## config.mk

```make
export PLATFORM = sky130hd
export DESIGN_NAME = http_request_header_parser
export DESIGN_NICKNAME = d
export VERILOG_FILES = /design/src/design/hrp_pkg.sv /design/src/design/http_request_header_parser.sv /design/src/design/hrp_step.sv /design/src/design/hrp_result_fifo.sv
export VERILOG_INCLUDE_DIRS = /design/src /design/src/design
export SDC_FILE = /design/constraint.sdc
export NUM_CORES = 1
export LEC_CHECK = 0
export ABC_CLOCK_PERIOD_IN_PS = 9960
export BUFFER_PORTS_ARGS = -buffer_cell sky130_fd_sc_hd__buf_2
export CAP_MARGIN = 10
export CORE_MARGIN = 1
export CORE_UTILIZATION = 45
export DETAILED_ROUTE_END_ITERATION = 12
export GPL_TIMING_DRIVEN = 0
export PLACE_DENSITY = 0.69
export REMOVE_ABC_BUFFERS = 1
export SYNTH_ARGS = -nofsm -noshare
export SYNTH_HDL_FRONTEND = slang
export SYNTH_SLANG_ARGS = --single-unit
```

## constraint.sdc

```tcl
create_clock -name clk -period 9.96 [get_ports clk]
set_input_delay 0.498 -clock clk [delete_from_list [all_inputs] [get_ports clk]]
set_output_delay 0.498 -clock clk [all_outputs]
set_load 0.1 [all_outputs]
```

## src/design/assert_macros.svh

```systemverilog
// Assertion macros shared by the parser modules.
// HRP_ASSERT checks a property at every rising clock edge outside reset.
// HRP_ASSERT_NEXT checks that a condition in one cycle implies a result in the next.
`ifndef ASSERT_MACROS_SVH
`define ASSERT_MACROS_SVH
`ifndef SYNTH
`define HRP_ASSERT(lbl, clk, rstn, prop, msg) \
    lbl: assert property (@(posedge clk) disable iff (!rstn) (prop)) else $error(msg);
`define HRP_ASSERT_NEXT(lbl, clk, rstn, cond, prop, msg) \
    lbl: assert property (@(posedge clk) disable iff (!rstn) (cond) |=> (prop)) else $error(msg);
`else
`define HRP_ASSERT(lbl, clk, rstn, prop, msg)
`define HRP_ASSERT_NEXT(lbl, clk, rstn, cond, prop, msg)
`endif
`endif

```

## src/design/hrp_pkg.sv

```systemverilog
`default_nettype none

package hrp_pkg;

    // Character codes that steer the parser.
    localparam logic [7:0] CH_CR    = 8'd13;
    localparam logic [7:0] CH_LF    = 8'd10;
    localparam logic [7:0] CH_SP    = 8'd32;
    localparam logic [7:0] CH_COLON = 8'd58;
    localparam logic [7:0] CH_ZERO  = 8'd48;
    localparam logic [7:0] CH_NINE  = 8'd57;

    // Line byte counter and version position widths.
    localparam int CNT_W  = 10;
    localparam int VPOS_W = 4;

    // Version check: "HTTP/1." then digits.
    localparam logic [VPOS_W-1:0] VPOS_PREFIX_LEN = 4'd7;
    localparam logic [VPOS_W-1:0] VPOS_DONE       = 4'd8;

    // Parts of a line.
    localparam logic [1:0] PART_FIRST  = 2'd0;
    localparam logic [1:0] PART_SECOND = 2'd1;
    localparam logic [1:0] PART_THIRD  = 2'd2;

    typedef enum logic [3:0] {
        PH_REQ_READ      = 4'd0,
        PH_REQ_TERM      = 4'd1,
        PH_HDR_READ      = 4'd2,
        PH_HDR_TERM      = 4'd3,
        PH_HDR_CONT      = 4'd4,
        PH_DONE          = 4'd5,
        PH_ERR_MALFORMED = 4'd6,
        PH_ERR_VERSION   = 4'd7,
        PH_ERR_LENGTH    = 4'd8
    } phase_t;

    typedef enum logic [2:0] {
        KIND_NONE      = 3'd0,
        KIND_METHOD    = 3'd1,
        KIND_URI       = 3'd2,
        KIND_VERSION   = 3'd3,
        KIND_HDR_NAME  = 3'd4,
        KIND_HDR_VALUE = 3'd5,
        KIND_BODY      = 3'd6
    } kind_t;

    typedef enum logic [2:0] {
        NOTE_NONE     = 3'd0,
        NOTE_REQ_LINE = 3'd1,
        NOTE_HDR_DONE = 3'd2,
        NOTE_HDRS_END = 3'd3,
        NOTE_ERROR    = 3'd4
    } notice_t;

    typedef enum logic [1:0] {
        ERR_NONE      = 2'd0,
        ERR_MALFORMED = 2'd1,
        ERR_VERSION   = 2'd2,
        ERR_LENGTH    = 2'd3
    } err_t;

    typedef struct packed {
        phase_t              phase;
        logic [1:0]          part;
        logic [CNT_W-1:0]    count;
        logic [VPOS_W-1:0]   vpos;
        logic                vgood;
        logic                skip;
    } line_state_t;

    typedef struct packed {
        logic [7:0] data;
        kind_t      kind;
        notice_t    notice;
        err_t       code;
    } result_t;

    // Outcome of one stored byte: new state and at most one result word.
    typedef struct packed {
        line_state_t st;
        logic        valid;
        result_t     res;
    } store_out_t;

    // Results of one input byte, handed to the result queue.
    typedef struct packed {
        logic [1:0] n;
        result_t    res0;
        result_t    res1;
    } push_t;

    function automatic result_t make_res(logic [7:0] data, kind_t kind, notice_t notice,
                                         err_t code);
        result_t r;
        r.data   = data;
        r.kind   = kind;
        r.notice = notice;
        r.code   = code;
        return r;
    endfunction

    // Append a result word after those already gathered for this byte.
    function automatic push_t append(push_t p, result_t r);
        push_t o;
        o = p;
        if (p.n == 2'd0) begin
            o.res0 = r;
            o.n    = 2'd1;
        end
        else begin
            o.res1 = r;
            o.n    = 2'd2;
        end
        return o;
    endfunction

    // Fresh line state in the given phase.
    function automatic line_state_t clear_line(phase_t ph);
        line_state_t s;
        s.phase = ph;
        s.part  = PART_FIRST;
        s.count = '0;
        s.vpos  = '0;
        s.vgood = 1'b1;
        s.skip  = 1'b0;
        return s;
    endfunction

    function automatic logic in_error(phase_t ph);
        return (ph == PH_ERR_MALFORMED) || (ph == PH_ERR_VERSION) || (ph == PH_ERR_LENGTH);
    endfunction

    // Expected bytes of the version prefix.
    function automatic logic [7:0] prefix_char(logic [2:0] idx);
        logic [7:0] ch;
        case (idx)
            3'd0:    ch = 8'h48;
            3'd1:    ch = 8'h54;
            3'd2:    ch = 8'h54;
            3'd3:    ch = 8'h50;
            3'd4:    ch = 8'h2F;
            3'd5:    ch = 8'h31;
            3'd6:    ch = 8'h2E;
            default: ch = 8'h00;
        endcase
        return ch;
    endfunction

    // Store one byte of the request line or of a header line.
    function automatic store_out_t store_byte(line_state_t st, logic [7:0] c, logic header,
                                              logic [CNT_W-1:0] max_line);
        store_out_t o;
        o.st    = st;
        o.valid = 1'b0;
        o.res   = make_res(8'd0, KIND_NONE, NOTE_NONE, ERR_NONE);
        if (st.count >= max_line) begin
            o.st.phase = PH_ERR_LENGTH;
            o.valid    = 1'b1;
            o.res      = make_res(8'd0, KIND_NONE, NOTE_ERROR, ERR_LENGTH);
        end
        else begin
            o.st.count = st.count + 1'b1;
            if (!header) begin
                if (st.part == PART_FIRST) begin
                    if (c == CH_SP) begin
                        o.st.part = PART_SECOND;
                    end
                    else begin
                        o.valid = 1'b1;
                        o.res   = make_res(c, KIND_METHOD, NOTE_NONE, ERR_NONE);
                    end
                end
                else if (st.part == PART_SECOND) begin
                    if (c == CH_SP) begin
                        o.st.part = PART_THIRD;
                    end
                    else begin
                        o.valid = 1'b1;
                        o.res   = make_res(c, KIND_URI, NOTE_NONE, ERR_NONE);
                    end
                end
                else begin
                    if (st.vpos < VPOS_PREFIX_LEN) begin
                        if (c != prefix_char(st.vpos[2:0])) begin
                            o.st.vgood = 1'b0;
                        end
                    end
                    else if ((c < CH_ZERO) || (c > CH_NINE)) begin
                        o.st.vgood = 1'b0;
                    end
                    if (st.vpos < VPOS_DONE) begin
                        o.st.vpos = st.vpos + 1'b1;
                    end
                    o.valid = 1'b1;
                    o.res   = make_res(c, KIND_VERSION, NOTE_NONE, ERR_NONE);
                end
            end
            else begin
                if (st.part == PART_FIRST) begin
                    if (c == CH_COLON) begin
                        o.st.part = PART_SECOND;
                        o.st.skip = 1'b1;
                    end
                    else begin
                        o.valid = 1'b1;
                        o.res   = make_res(c, KIND_HDR_NAME, NOTE_NONE, ERR_NONE);
                    end
                end
                else if (!(st.skip && (c == CH_SP))) begin
                    o.st.skip = 1'b0;
                    o.valid   = 1'b1;
                    o.res     = make_res(c, KIND_HDR_VALUE, NOTE_NONE, ERR_NONE);
                end
            end
        end
        return o;
    endfunction

    // A CR waits for its LF; any other byte is stored.
    function automatic store_out_t read_byte(line_state_t st, logic [7:0] c, logic header,
                                             logic [CNT_W-1:0] max_line);
        store_out_t o;
        if (c == CH_CR) begin
            o.st       = st;
            o.st.phase = header ? PH_HDR_TERM : PH_REQ_TERM;
            o.valid    = 1'b0;
            o.res      = make_res(8'd0, KIND_NONE, NOTE_NONE, ERR_NONE);
        end
        else begin
            o = store_byte(st, c, header, max_line);
        end
        return o;
    endfunction

endpackage

`default_nettype wire

```

## src/design/http_request_header_parser.sv

```systemverilog
`default_nettype none
// HTTP/1.x request header parser.
// Input channel: data_byte with data_valid/data_ready carries one request byte per word.
// Output channel: out_byte, kind, notice, error_code and last_of_run with
// result_valid/result_ready carry one result word per handshake. A byte gives zero,
// one or two result words; last_of_run marks the final word of each byte.
// A byte is held in the input register, then parsed and written to the result queue,
// from whose head its result words are offered.
// Bytes are taken at one byte per cycle while each yields at most one word and the
// receiver takes every word; a byte with two words holds the output port for both
// of its handshakes. The four-word result queue paces this; a held byte is parsed only
// while two words fit. Reset clears the parser to await a request line, empties the queue
// and drops the held byte. When the receiver stalls, the queue fills, the held byte waits
// and data_ready falls; errors are sticky until reset.
module http_request_header_parser #(
    parameter int MAX_LINE = 512
) (
    input  wire logic       clk,
    input  wire logic       rst_n,
    input  wire logic       data_valid,
    output logic            data_ready,
    input  wire logic [7:0] data_byte,
    output logic            result_valid,
    input  wire logic       result_ready,
    output logic [7:0]      out_byte,
    output logic [2:0]      kind,
    output logic [2:0]      notice,
    output logic [1:0]      error_code,
    output logic            last_of_run
);
    import hrp_pkg::*;

    logic          hold_valid_reg;
    logic [7:0]    hold_byte_reg;
    logic          take;
    logic          room;
    push_t         push;
    result_t       head;

    // The held byte is parsed when the queue has room; a new word may enter then.
    assign take       = hold_valid_reg && room;
    assign data_ready = !hold_valid_reg || take;

    always_ff @(posedge clk or negedge rst_n) begin
        if (!rst_n) begin
            hold_valid_reg <= 1'b0;
        end
        else if (data_ready) begin
            hold_valid_reg <= data_valid;
        end
    end

    always_ff @(posedge clk) begin
        if (data_ready && data_valid) begin
            hold_byte_reg <= data_byte;
        end
    end

    hrp_step #(
        .MAX_LINE (MAX_LINE)
    ) u_step (
        .clk   (clk),
        .rst_n (rst_n),
        .take  (take),
        .data  (hold_byte_reg),
        .push  (push)
    );

    hrp_result_fifo u_fifo (
        .clk       (clk),
        .rst_n     (rst_n),
        .push      (push),
        .ready     (result_ready),
        .valid     (result_valid),
        .head      (head),
        .head_last (last_of_run),
        .room      (room)
    );

    // Result word fields.
    assign out_byte   = head.data;
    assign kind       = head.kind;
    assign notice     = head.notice;
    assign error_code = head.code;

endmodule

`default_nettype wire

```

## src/design/hrp_step.sv

```systemverilog
`default_nettype none
`include "assert_macros.svh"

module hrp_step #(
    parameter int MAX_LINE = 512
) (
    input  wire logic          clk,
    input  wire logic          rst_n,
    input  wire logic          take,
    input  wire logic [7:0]    data,
    output hrp_pkg::push_t     push
);
    import hrp_pkg::*;

    localparam logic [CNT_W-1:0] MAX_CNT = CNT_W'(MAX_LINE);

    line_state_t state_reg;
    line_state_t state_next;
    store_out_t  s0;
    store_out_t  s1;
    push_t       p;
    result_t     null_res;

    // One parsing step for the held byte.
    always_comb begin
        null_res   = make_res(8'd0, KIND_NONE, NOTE_NONE, ERR_NONE);
        state_next = state_reg;
        p.n        = 2'd0;
        p.res0     = null_res;
        p.res1     = null_res;
        s0         = '0;
        s1         = '0;
        case (state_reg.phase)
            PH_REQ_READ, PH_HDR_READ: begin
                s0         = read_byte(state_reg, data, state_reg.phase == PH_HDR_READ,
                                       MAX_CNT);
                state_next = s0.st;
                if (s0.valid) begin
                    p = append(p, s0.res);
                end
            end
            PH_REQ_TERM: begin
                if (data == CH_LF) begin
                    if (state_reg.count == '0) begin
                        state_next.phase = PH_REQ_READ;
                    end
                    else if (state_reg.part < PART_THIRD) begin
                        state_next.phase = PH_ERR_MALFORMED;
                        p = append(p, make_res(8'd0, KIND_NONE, NOTE_ERROR, ERR_MALFORMED));
                    end
                    else if (!(state_reg.vgood && (state_reg.vpos >= VPOS_DONE))) begin
                        state_next.phase = PH_ERR_VERSION;
                        p = append(p, make_res(8'd0, KIND_NONE, NOTE_ERROR, ERR_VERSION));
                    end
                    else begin
                        state_next = clear_line(PH_HDR_READ);
                        p = append(p, make_res(8'd0, KIND_NONE, NOTE_REQ_LINE, ERR_NONE));
                    end
                end
                else begin
                    // A lone CR counts as data, then the byte is read as usual.
                    s0         = store_byte(state_reg, CH_CR, 1'b0, MAX_CNT);
                    state_next = s0.st;
                    if (s0.valid) begin
                        p = append(p, s0.res);
                    end
                    if (!in_error(s0.st.phase)) begin
                        state_next.phase = PH_REQ_READ;
                        s1 = read_byte(state_next, data, 1'b0, MAX_CNT);
                        state_next = s1.st;
                        if (s1.valid) begin
                            p = append(p, s1.res);
                        end
                    end
                end
            end
            PH_HDR_TERM: begin
                if (data == CH_LF) begin
                    if (state_reg.count == '0) begin
                        state_next.phase = PH_DONE;
                        p = append(p, make_res(8'd0, KIND_NONE, NOTE_HDRS_END, ERR_NONE));
                    end
                    else begin
                        state_next.phase = PH_HDR_CONT;
                    end
                end
                else begin
                    s0         = store_byte(state_reg, CH_CR, 1'b1, MAX_CNT);
                    state_next = s0.st;
                    if (s0.valid) begin
                        p = append(p, s0.res);
                    end
                    if (!in_error(s0.st.phase)) begin
                        state_next.phase = PH_HDR_READ;
                        s1 = read_byte(state_next, data, 1'b1, MAX_CNT);
                        state_next = s1.st;
                        if (s1.valid) begin
                            p = append(p, s1.res);
                        end
                    end
                end
            end
            PH_HDR_CONT: begin
                if (data == CH_SP) begin
                    // Folded line: the header goes on.
                    state_next.phase = PH_HDR_READ;
                    s0 = store_byte(state_next, data, 1'b1, MAX_CNT);
                    state_next = s0.st;
                    if (s0.valid) begin
                        p = append(p, s0.res);
                    end
                end
                else if (state_reg.part == PART_FIRST) begin
                    state_next.phase = PH_ERR_MALFORMED;
                    p = append(p, make_res(8'd0, KIND_NONE, NOTE_ERROR, ERR_MALFORMED));
                end
                else if (state_reg.count >= MAX_CNT) begin
                    state_next.phase = PH_ERR_LENGTH;
                    p = append(p, make_res(8'd0, KIND_NONE, NOTE_ERROR, ERR_LENGTH));
                end
                else begin
                    p = append(p, make_res(8'd0, KIND_NONE, NOTE_HDR_DONE, ERR_NONE));
                    s0 = read_byte(clear_line(PH_HDR_READ), data, 1'b1, MAX_CNT);
                    state_next = s0.st;
                    if (s0.valid) begin
                        p = append(p, s0.res);
                    end
                end
            end
            PH_DONE: begin
                p = append(p, make_res(data, KIND_BODY, NOTE_NONE, ERR_NONE));
            end
            PH_ERR_MALFORMED: begin
                p = append(p, make_res(8'd0, KIND_NONE, NOTE_ERROR, ERR_MALFORMED));
            end
            PH_ERR_VERSION: begin
                p = append(p, make_res(8'd0, KIND_NONE, NOTE_ERROR, ERR_VERSION));
            end
            PH_ERR_LENGTH: begin
                p = append(p, make_res(8'd0, KIND_NONE, NOTE_ERROR, ERR_LENGTH));
            end
            default: begin
                state_next.phase = PH_ERR_MALFORMED;
                p = append(p, make_res(8'd0, KIND_NONE, NOTE_ERROR, ERR_MALFORMED));
            end
        endcase
    end

    // Results go to the queue only for a byte that is taken this cycle.
    always_comb begin
        push      = p;
        push.n    = take ? p.n : 2'd0;
    end

    // Parser state.
    always_ff @(posedge clk or negedge rst_n) begin
        if (!rst_n) begin
            state_reg <= clear_line(PH_REQ_READ);
        end
        else if (take) begin
            state_reg <= state_next;
        end
    end

    `HRP_ASSERT_NEXT(a_error_sticky, clk, rst_n, in_error(state_reg.phase), $stable(state_reg.phase), "error phase left")
    `HRP_ASSERT(a_count_bound, clk, rst_n, state_reg.count <= MAX_CNT, "line count beyond limit")

endmodule

`default_nettype wire

```

## src/design/hrp_result_fifo.sv

```systemverilog
`default_nettype none
`include "assert_macros.svh"

module hrp_result_fifo (
    input  wire logic             clk,
    input  wire logic             rst_n,
    input  wire hrp_pkg::push_t   push,
    input  wire logic             ready,
    output logic                  valid,
    output hrp_pkg::result_t      head,
    output logic                  head_last,
    output logic                  room
);
    import hrp_pkg::*;

    localparam int DEPTH = 4;
    localparam int PTR_W = $clog2(DEPTH);
    localparam int CNT_QW = $clog2(DEPTH + 1);

    typedef struct packed {
        result_t res;
        logic    last;
    } entry_t;

    entry_t              mem [DEPTH];
    logic [PTR_W-1:0]    wr_ptr_reg;
    logic [PTR_W-1:0]    rd_ptr_reg;
    logic [CNT_QW-1:0]   count_reg;
    logic [CNT_QW-1:0]   count_next;
    logic [CNT_QW-1:0]   count_after_pop;
    logic                pop;
    entry_t              entry0;
    entry_t              entry1;

    // Head of the queue drives the output word.
    assign valid     = (count_reg != '0);
    assign pop       = valid && ready;
    assign head      = mem[rd_ptr_reg].res;
    assign head_last = mem[rd_ptr_reg].last;

    // A new byte may enter when two result words fit after this cycle's pop.
    assign count_after_pop = count_reg - CNT_QW'(pop);
    assign room            = (count_after_pop <= CNT_QW'(DEPTH - 2));
    assign count_next      = count_after_pop + CNT_QW'(push.n);

    // The final word of a byte carries the last mark.
    assign entry0 = '{res: push.res0, last: (push.n == 2'd1)};
    assign entry1 = '{res: push.res1, last: 1'b1};

    always_ff @(posedge clk) begin
        if (push.n != 2'd0) begin
            mem[wr_ptr_reg] <= entry0;
        end
        if (push.n == 2'd2) begin
            mem[wr_ptr_reg + 1'b1] <= entry1;
        end
    end

    always_ff @(posedge clk or negedge rst_n) begin
        if (!rst_n) begin
            wr_ptr_reg <= '0;
            rd_ptr_reg <= '0;
            count_reg  <= '0;
        end
        else begin
            wr_ptr_reg <= wr_ptr_reg + PTR_W'(push.n);
            rd_ptr_reg <= rd_ptr_reg + PTR_W'(pop);
            count_reg  <= count_next;
        end
    end

    `HRP_ASSERT(a_push_fits, clk, rst_n, (push.n == 2'd0) || (count_next <= CNT_QW'(DEPTH)), "result queue overflow")
    `HRP_ASSERT(a_empty_ptrs, clk, rst_n, (count_reg != '0) || (wr_ptr_reg == rd_ptr_reg), "queue pointers disagree")

endmodule

`default_nettype wire
```

==> results.md, run 1 <==
- Ports: 31
- Buffers on Ports: 30
- Clock skew: 0.0135 ns
- Fmax: 252 MHz
- Post-synthesis sequential element count: ~110
- PostCTS Resize Cnt: 0
- Worst path required time: ~10 ns
- DR pass1 iterations: 5
- Remaining DRCs: 0
- Vias/cell: about 6.5
- Dominant cell type by area after synthesis: edfxtp_1
- Post-synthesis sequential area ratio: between 40% and 50%
- Clk sinks: 106
- Latest clock arrival within the worst-skew pair: 0.37 ns
- Die Wd: between 100 and 150 µm
- Initial antenna violation count: 0
- Layout cells sized above 1: 14.6%
- GPL Wtd Cong: 0.954
- Largest net degree at the start of global routing: 32
- RSZ-0062 raised after global routing: no
- Final setup viols: 0
- Final Core Density: 50.2%
- Initial core utilization: between 40% and 50%
- Max reg flops: 68
- Cell Chain, Critical Path: inv_1 -> and3_1 -> a211o_4 -> nand4_4 -> nand4_2 -> nand2_1
- Max-cap violation count: 0
- N_diodes: 0
- Setup tns final: 0 ns
- Final min period: 3.98 ns
- Async SR Flop Fraction: 28.3%
- CTS H-tree depth: 3
- Share of the synthesized area in the top cell type: 26.6%
- Final Hold Viols: 0
- Via count: 6206
- Share of the cycle needed by the critical path after routing: 39.9%
- Critical Path Fanout Max: 31
- Flop-to-flop setup slack: 5.98 ns
- Area delta synth->final: 7.04%
- Syn Std Cell Area: 0.00723 mm²
- Critical path type: reg -> reg
- Cells after Synth: ~750
- Least-Margin Pin Slew: 1.18 ns
- DPL Wire Length: 13900 µm
- Remaining Overflow, GRT: 0
- Crit end category: register
- Clock root buffer: clkbuf_16
- CTS tree: built
- Synth area leaders: edfxtp_1 (27%), dfrtp_1 (10%), mux4_2 (5.3%), a21oi_1 (3.3%), dfxtp_1 (3.3%)
- YS warnings: 0
- Total GRT Usage: approximately a quarter
- Lkg Pwr: 0.00271 µW
- Cell with the most instances after synthesis: edfxtp_1
- ANT nets after route: 0
- Clock slew at reported path FFs: 0.08 ns
- Core Region: ~0.015 mm²
- Status: finished clean
- Max clock buf depth: 2
- Slowest-stage cell, CP: dfrtp_1
- Postcts setup bufs: 0
- Top_reg_cell synth: edfxtp_1
- Synth Area per Inst: 9.68 µm²
- Layout Nets: 761
- Final wirelength: 19700 µm
- Die H: approximately 130 µm
- DP Area: 0.00741 mm²
- Iteration-0 DRC Markers: 815
- Critical path startpoint category: register
- Min-Delay Path Class: in -> async
- # rows: 45
- Post-synth EDFFs: between 60 and 70
- Fin area: 0.00774 mm²
- DIE AREA: 0.0166 mm²
- Largest stage delay, worst path: 1.13 ns
- Vias in the first global route: 5807
- Slew Limit Fails: 0
- Cell area power density: 248 mW/mm²
- Global-route wire length before repair: between 30000 and 40000 µm
- Hold buffer count at CTS: 0
- Slew HR: 21.6%
- Wire length per cell: 20.7 µm
- Number of CTS-inserted buffers: 9
- Peak VDD IR: 0.223 mV
- Post-synth top cells: edfxtp_1 (64), nand2_1 (61), nor2_1 (59)
- Post-synthesis cell type count: 100
- Worst EP arrival: slightly below 4 ns
==> kinds of logic after synthesis <==
group / Yosys count / share of synthesized area [%]
xor gates and xnor gates: 24 / 2.91
muxes: 26 / 6.75
and+or+nand+nor: 265 / 20.6
buffers and inverters: 78 / 4.45
AOI/OAI and AO/OA: 234 / 22.4
adders and majority gates: 14 / 2.53
DFF: 106 / 40.3
==> per-layer routing <==
metal | vias up | wire, µm | track usage (%)
met5 | - | 0 | 0
met1 | 3023 | 8290 | 31.5
li1 | 2858 | - | -
met3 | 47 | 1140 | 3.70
met2 | 278 | 9690 | 41.6
met4 | 0 | 607 | 11.1
==> final cells by class <==
class,instances,area (µm²)
inverters,24,90.1
clock buffers,9,225
flip-flops and latches,106,2910
clock inverters,7,73.8
fillers,1455,7690
repair buffers,31,178
multi-input cells,563,4000
well taps,211,264
==> metrics by stage <==
step / instances / setup slack, ns / hold slack [ns] / total power, µW
after floorplan: 693 / 6.04 / 0.202 / 1390
after global placement: 934 / 6.04 / 0.480 / 1540
after detailed placement: 934 / 6.03 / 0.479 / 1560
after CTS: 950 / 6.02 / 0.229 / 1920
after global routing: 951 / 5.69 / 0.273 / 2000
final: 951 / 5.98 / 0.197 / 1920
==> worst paths after layout <==
kind,start,to,cells past startpoint
hold / removal,rst_n,u_step.state_reg[6],1
hold reg to reg,u_step.state_reg[1],u_step.state_reg[1],2
max in group asynchronous,rst_n,u_fifo.rd_ptr_reg[0],1
min in group clk,data_byte[5],hold_byte_reg[5],1
setup / recovery,u_step.state_reg[15],u_fifo.mem[2][13],6
setup reg to reg,u_step.state_reg[15],u_fifo.mem[2][13],6
==> critical path, delay by kind of cell (launching register included) <==
| kind | cells | cell delay [ns] |
|---|---|---|
| buf+inv | 1 | 0.63 |
| flops | 1 | 1.13 |
| compound gates | 1 | 0.36 |
| simple gates | 4 | 1.48 |
==> layout by cell type (no fill, tap or decap), types with 9 or more instances in the layout <==
cell type,Yosys,final
o22ai_1,34,34
ha_1,13,13
o21ai_0,45,45
mux4_2,17,17
inv_1,21,21
edfxtp_1,64,64
dfrtp_1,29,29
dfxtp_1,12,12
buf_2,10,30
nand3_1,29,29
xnor2_1,18,18
nor2_1,59,59
clkbuf_16,0,9
and3_1,20,20
nor3_1,14,14
nand2_1,61,61
a21oi_1,48,48
and2_1,20,20
o211ai_1,9,9
==> where the power goes <==
group	switching [µW]	total (µW)	internal, µW
sequential	116	701	585
clock	188	366	178
combinational	639	856	217
Power figures use the tool's default switching activity.
==> inputs of run 2 (changes only) <==
ABC_AREA = 1   (was not set)
ABC_CLOCK_PERIOD_IN_PS = 3750   (was 9960)
clock period = 3.75 ns   (was 9.96 ns; I/O delays follow)
==> run 2 against run 1 <==
Effect of this change: register-to-register slack got worse by 5.8 ns; critical path type unchanged; largest power group unchanged; die area fell by 1.4%; highest routed layer unchanged; total power rose to 3.9 times the previous value; via count rose by 8.0%.
==> results.md, run 2 <==
- Met1 Routed Length: 8920 µm
- Worst hold margin: 0.00532 ns
- Post-place setup slack: -0.0463 ns
- Cell area power density: 969 mW/mm²
- Via count: 6702
- CTS tree: built
- Fmax: roughly 280 MHz
- Post-synthesis sequential area ratio: between 40 and 50%
- Synth area leaders: edfxtp_1 (27%), dfrtp_1 (10%), nand2_1 (9.8%), o21ai_0 (8.2%), nor2_1 (7.0%)
- ANT nets after route: 0
- Share of the cycle needed by the critical path after routing: around 94%
- Buffers on Ports: 30
- Top_reg_cell synth: edfxtp_1
- CTS H-tree depth: 3
- Core Region: 0.0153 mm²
- Max-cap violation count: 0
- Largest net degree at the start of global routing: 37
- Postcts setup bufs: 0
- Crit-path most repeated cell: ha_1
- Vias in the first global route: 6420
- Clk sinks: between 100 and 150
- Max reg flops: 68
- Net Switching: about 4300 µW
- Slowest-stage cell, CP: nand2_2
- DPL Wire Length: 14300 µm
- Ports: 31
- Global-route wire length before repair: 32400 µm
- Clock skew: 0.0105 ns
- DIE AREA: approximately 0.016 mm²
- RSZ-0062 raised after global routing: no
- Status: finished clean
- Initial antenna violation count: 0
- Latest clock arrival within the worst-skew pair: around 0.37 ns
- Syn Std Cell Area: 0.00713 mm²
- Critical path type: reg -> reg
- Combinational Power Share: 59.7%
- Clock slew at reported path FFs: approximately 0.08 ns
- Final WS setup: 0.229 ns
- Share of the synthesized area in the top cell type: 27.0%
- Area delta synth->final: 8.43%
- Dominant cell type by area after synthesis: edfxtp_1
- WL met3: 1310 µm
- Internal: 3210 µW
- Commonest non-fill, non-tap cell in the layout: nand2_1
- Final min period: ~3.5 ns
- Peak VDD IR: between 0.5 and 0.6 mV
- Post-synthesis cell type count: 49
- Fillers: 1585
- Cells after Synth: 958
- Remaining Overflow, GRT: 0
- Cell Chain, Critical Path: nor2_1 -> a21boi_0 -> ha_1 -> ha_1 -> xnor2_1 -> o21ai_0 -> nor2_2 -> nand2_4 -> inv_2 -> nand2_1 -> nand2_2
- Post-synth EDFFs: 64
- Final Core Density: 50.5%
- Slew Limit Fails: 0
- FF-to-FF path depth: 11
- FF+latch area: just under 0.003 mm²
- Vias/cell: 5.63
- Die H: 128 µm
- Number of CTS-inserted buffers: 9
- Clock root buffer: clkbuf_16
- YS warnings: 0
- Final Hold Viols: 0
- Multi-input logic area: approximately 0.0036 mm²
- Met2 WL: 9340 µm
- Die Wd: 128 µm
- Remaining DRCs: 0
- Worst EP arrival: 3.53 ns
- Least-Margin Pin Slew: 1.15 ns
- Max layer used: met4
- Wire length per cell: 17.0 µm
- Tot Pwr: 7490 µW
- Total GRT Usage: 25.7%
- Crit end category: register
- Sequential power share: 27.8%
- Clk network pwr share: 12.4%
- Final setup viols: 0
- Async SR Flop Fraction: 28.3%
- Most frequent cells in the layout: nand2_1 (182), nor2_1 (132), o21ai_0 (117), inv_1 (93)
- Lkg Pwr: 0.00341 µW
- Initial core utilization: 46.5%
- Largest stage delay, worst path: 0.53 ns
- Min-Delay Path Class: in -> reg
- Net Sw Frac: a little under three fifths
- Critical Path Fanout Max: 14
- Final wirelength: roughly 20000 µm
- Hold Path Cell Cnt: 1
- Post-synth top cells: nand2_1 (186), nor2_1 (132), o21ai_0 (117)
- Critical path startpoint category: register
- Synth Area per Inst: 7.44 µm²
- Cell with the most instances after synthesis: nand2_1
- # rows: 45
- Layout Nets: 1000
- GPL Wtd Cong: 1.01
- DR pass1 iterations: 5
- Worst path required time: between 3 and 4 ns
- Setup tns final: 0 ns
- Layout cells sized above 1: 11.1%
- Post-synthesis sequential element count: between 100 and 150
- Slew HR: 23.3%
- Iteration-0 DRC Markers: 728
- Max clock buf depth: 2
- N_diodes: 0
-- run 2: changes by cell type after synthesis, moves of 15 or more --
cell,change
clkbuf_1,-25
inv_2,+17
xnor2_1,-15
o21ai_0,+72
and2_1,-20
inv_1,+73
nand3_1,+35
mux4_2,-17
nand2_1,+125
and3_1,-20
nor2_1,+73
-- run 2: metrics by stage --
step                instances  area [µm²]
floorplan                 927        6960
global placement         1168        7370
detailed placement       1168        7370
CTS                      1190        7720
global route             1190        7730
finish                   1190        7730
-- run 2: layout make-up --
class	count	share of cell area (%)
well taps	211	3.42
clock buffers	10	2.96
inverters	113	5.57
multi-input cells	708	46.9
repair buffers	36	2.72
flip-flops and latches	106	37.7
clock inverters	6	0.712
-- run 2: what timing repair did --
| item | 4_1_cts | 5_1_grt |
|---|---|---|
| gates resized for setup | 3 | 3 |
| hold buffers | 6 | 0 |
| endpoints found under the hold margin | 34 | 0 |
| setup endpoints to repair | 34 | 42 |
| pin swaps | 0 | 0 |
-- run 2: worst paths after layout --
| path | startpoint | end | slack [ns] |
|---|---|---|---|
| min in group asynchronous | rst_n | u_step.state_reg[12] | 0.43 |
| max | u_fifo.count_reg[2] | u_fifo.mem[2][14] | 0.23 |
| max reg2reg | u_fifo.count_reg[2] | u_fifo.mem[2][14] | 0.23 |
| max in group asynchronous | rst_n | u_step.state_reg[15] | 2.78 |
| min reg2reg | u_fifo.mem[1][0] | u_fifo.mem[1][0] | 0.46 |
| min | data_byte[3] | hold_byte_reg[3] | 0.005 |
-- run 2: worst max-delay path: cells and delay by family (launching register included) --
family / cells / cell delay (ns)
buffers and inverters: 1 / 0.13
AOI/OAI and AO/OA: 2 / 0.46
DFF: 1 / 0.39
adders and majority gates: 2 / 0.42
xor gates and xnor gates: 1 / 0.22
and+or+nand+nor: 5 / 1.53
-- run 2: layer usage --
layer  GRT usage, %  vias to the layer above
met5              0                        -
met4           11.1                        0
met3           5.09                       53
met2           42.8                      261
met1           32.4                     3109
li1               -                     3279
-- run 2: kinds of logic after synthesis --
group,count (synthesis),synth area share [%]
buffers and inverters,144,8.41
AO/OA/AOI/OAI,241,19.2
adder cells (fa/ha/maj),14,2.56
AND/OR/NAND/NOR,437,26.9
flip-flops,106,40.9
XOR/XNOR,16,1.97
-- run 2: power by group through the flow --
stage	Combinational [µW]	Clock [µW]	Sequential, µW
6_report	4480	931	2080
5_1_grt	4890	981	2140
4_1_cts	4450	935	2080
3_5_place_dp	4430	0	2100
3_3_place_gp	4380	0	2100
2_1_floorplan	3580	0	1970
==> inputs of run 3 (changes only) <==
REMOVE_ABC_BUFFERS = not set   (was 1)
==> run 3 against run 2 <==
Effect of this change: via count increased by 2.9%; die area unchanged; hold slack improved by 0.024 ns; total power increased by 2.5%; clock power about the same; clock skew decreased by 0.0018 ns; sequential power decreased by 6%; critical path type unchanged; largest cell class unchanged; highest routed layer unchanged.
==> results.md, run 3 (synthesized netlist as in run 2, its figures left out) <==
- Final wirelength: approximately 20000 µm
- Max reg flops: 68
- Largest net degree at the start of global routing: 31
- Status: finished clean
- Ports: 31
- Fmax: between 200 and 300 MHz
- Final Hold Viols: 0
- Cell area power density: around 970 mW/mm²
- Share of the cycle needed by the critical path after routing: 89.1%
- GPL Wtd Cong: between 0.9 and 1
- Layout Nets: 1034
- Net Sw Frac: 56.8%
- Clock skew: 0.00865 ns
- Commonest non-fill, non-tap cell in the layout: nand2_1
- Clk network pwr share: 12.1%
- Tot Pwr: about 7700 µW
- Area delta synth->final: 11.1%
- Final min period: 3.34 ns
- Worst hold margin: 0.0292 ns
- CTS H-tree depth: 3
- Total GRT Usage: 25.8%
- Lkg Pwr: 0.00351 µW
- Slew HR: 41.0%
- Peak VDD IR: 0.521 mV
- Worst EP arrival: 3.33 ns
- Worst path bufs/invs: 1
- Slowest-stage cell, CP: nand2_1
- DIE AREA: 0.0163 mm²
- Postcts setup bufs: 0
- Vias/cell: 5.63
- RSZ-0062 raised after global routing: no
- # rows: 45
- Max-cap violation count: 0
- Mapped Nets: just under 1000
- N_diodes: 0
- Wire length per cell: between 15 and 20 µm
- Worst path required time: approximately 3.7 ns
- Critical path startpoint category: register
- Critical Path Fanout Max: 14
- Least-Margin Pin Slew: 0.882 ns
- Latest clock arrival within the worst-skew pair: 0.36 ns
- Clock slew at reported path FFs: 0.08 ns
- Max clock buf depth: 2
- Largest stage delay, worst path: approximately 0.57 ns
- Number of CTS-inserted buffers: 9
- Sequential power share: 25.4%
- Net Switching: 4360 µW
- Clk sinks: 106
- Fillers: ~1500
- Die Wd: 128 µm
- DPL Wire Length: approximately 15000 µm
- Final setup viols: 0
- Slew Limit Fails: 0
- Layout cells sized above 1: 12.0%
- Initial antenna violation count: 0
- Crit end category: register
- Internal: 3310 µW
- Most frequent cells in the layout: nand2_1 (186), nor2_1 (132), o21ai_0 (117), inv_1 (94)
- Global-route wire length before repair: 32500 µm
- Via count: 6897
- Hold buffer count at CTS: 8
- Buffers on Ports: 30
- Setup tns final: 0 ns
- Die H: 128 µm
- ANT nets after route: 0
- PostCTS Resize Cnt: 0
- Remaining Overflow, GRT: 0
- Core Region: 0.0153 mm²
- DR pass1 iterations: 5
- Clock root buffer: clkbuf_16
- Iteration-0 DRC Markers: 773
- Vias in the first global route: around 6300
- Combinational Power Share: 62.5%
- Critical path type: reg -> reg
- Cell Chain, Critical Path: nor2_1 -> a21boi_0 -> ha_1 -> ha_1 -> xnor2_1 -> o21ai_0 -> nor2_2 -> nand2_4 -> nor2_2 -> inv_2 -> nand2_1
- Remaining DRCs: 0
- Initial core utilization: 46.5%
- CP delay by family, top: simple AND/OR/NAND/NOR gates
- Min-Delay Path Class: in -> reg
- CTS tree: built
-- run 3: changes by cell type in the layout (fill, tap and decap cells not counted), sizes merged --
cell,previous run,this run
buf,30,49
clkbuf,10,21
dlygate4sd3,6,9
inv,113,116
clkinv,4,2
-- run 3: worst register-to-register path: cells and delay by family, from the launching register on --
| family | cells | cell delay, ns |
|---|---|---|
| and+or+nand+nor | 5 | 1.41 |
| AOI/OAI and AO/OA | 2 | 0.33 |
| buffers and inverters | 1 | 0.20 |
| adders and majority gates | 2 | 0.43 |
| DFF | 1 | 0.39 |
| xor gates and xnor gates | 1 | 0.22 |
-- run 3: through the flow --
step	setup slack, ns	instance area (µm²)	cells	util (%)
global route	0.0283	7920	1224	51.7
detailed placement	0.390	7540	1199	49.2
global placement	0.406	7540	1199	49.2
finish	0.409	7920	1224	51.7
floorplan	1.03	7130	958	-
CTS	0.366	7910	1223	51.6
-- run 3: path summary, 6_finish.rpt --
check / start / to / slack [ns] / depth (start not counted)
setup reg to reg: u_fifo.count_reg[2] / u_fifo.mem[0][16] / 0.41 / 11
hold / removal: data_valid / hold_valid_reg / 0.03 / 3
max in group asynchronous: rst_n / u_fifo.rd_ptr_reg[0] / 2.87 / 2
setup / recovery: u_fifo.count_reg[2] / u_fifo.mem[0][16] / 0.41 / 11
hold reg to reg: u_fifo.mem[2][3] / u_fifo.mem[2][3] / 0.46 / 2
min in group asynchronous: rst_n / u_step.state_reg[17] / 0.41 / 2
-- run 3: area by class of cell --
cell class,instances,area (µm²),area share (%)
plain buffers,31,173,2.18
clock buffers,9,225,2.84
clock inverters,7,60.1,0.759
inverters,113,427,5.39
multi-input cells,708,3610,45.7
flip-flops and latches,106,2910,36.8
well taps,211,264,3.33
repair buffers,39,240,3.03
-- run 3: routing by layer --
layer  up-vias  GRT usage (%)  share of wire, %
li1       3354              -                 -
met4         0           10.2               3.1
met1      3169           32.8                42
met2       326           44.1                48
met5         -              0                 0
met3        48           3.80               6.8
-- run 3: power groups by stage --
| stage | sequential, µW | combinational (µW) | clock (µW) |
|---|---|---|---|
| 3_5_place_dp | 1970 | 4730 | 0 |
| 4_1_cts | 1940 | 4750 | 942 |
| 5_1_grt | 1990 | 5230 | 985 |
| 2_1_floorplan | 1890 | 3790 | 0 |
| 6_report | 1950 | 4790 | 932 |
| 3_3_place_gp | 1960 | 4700 | 0 |
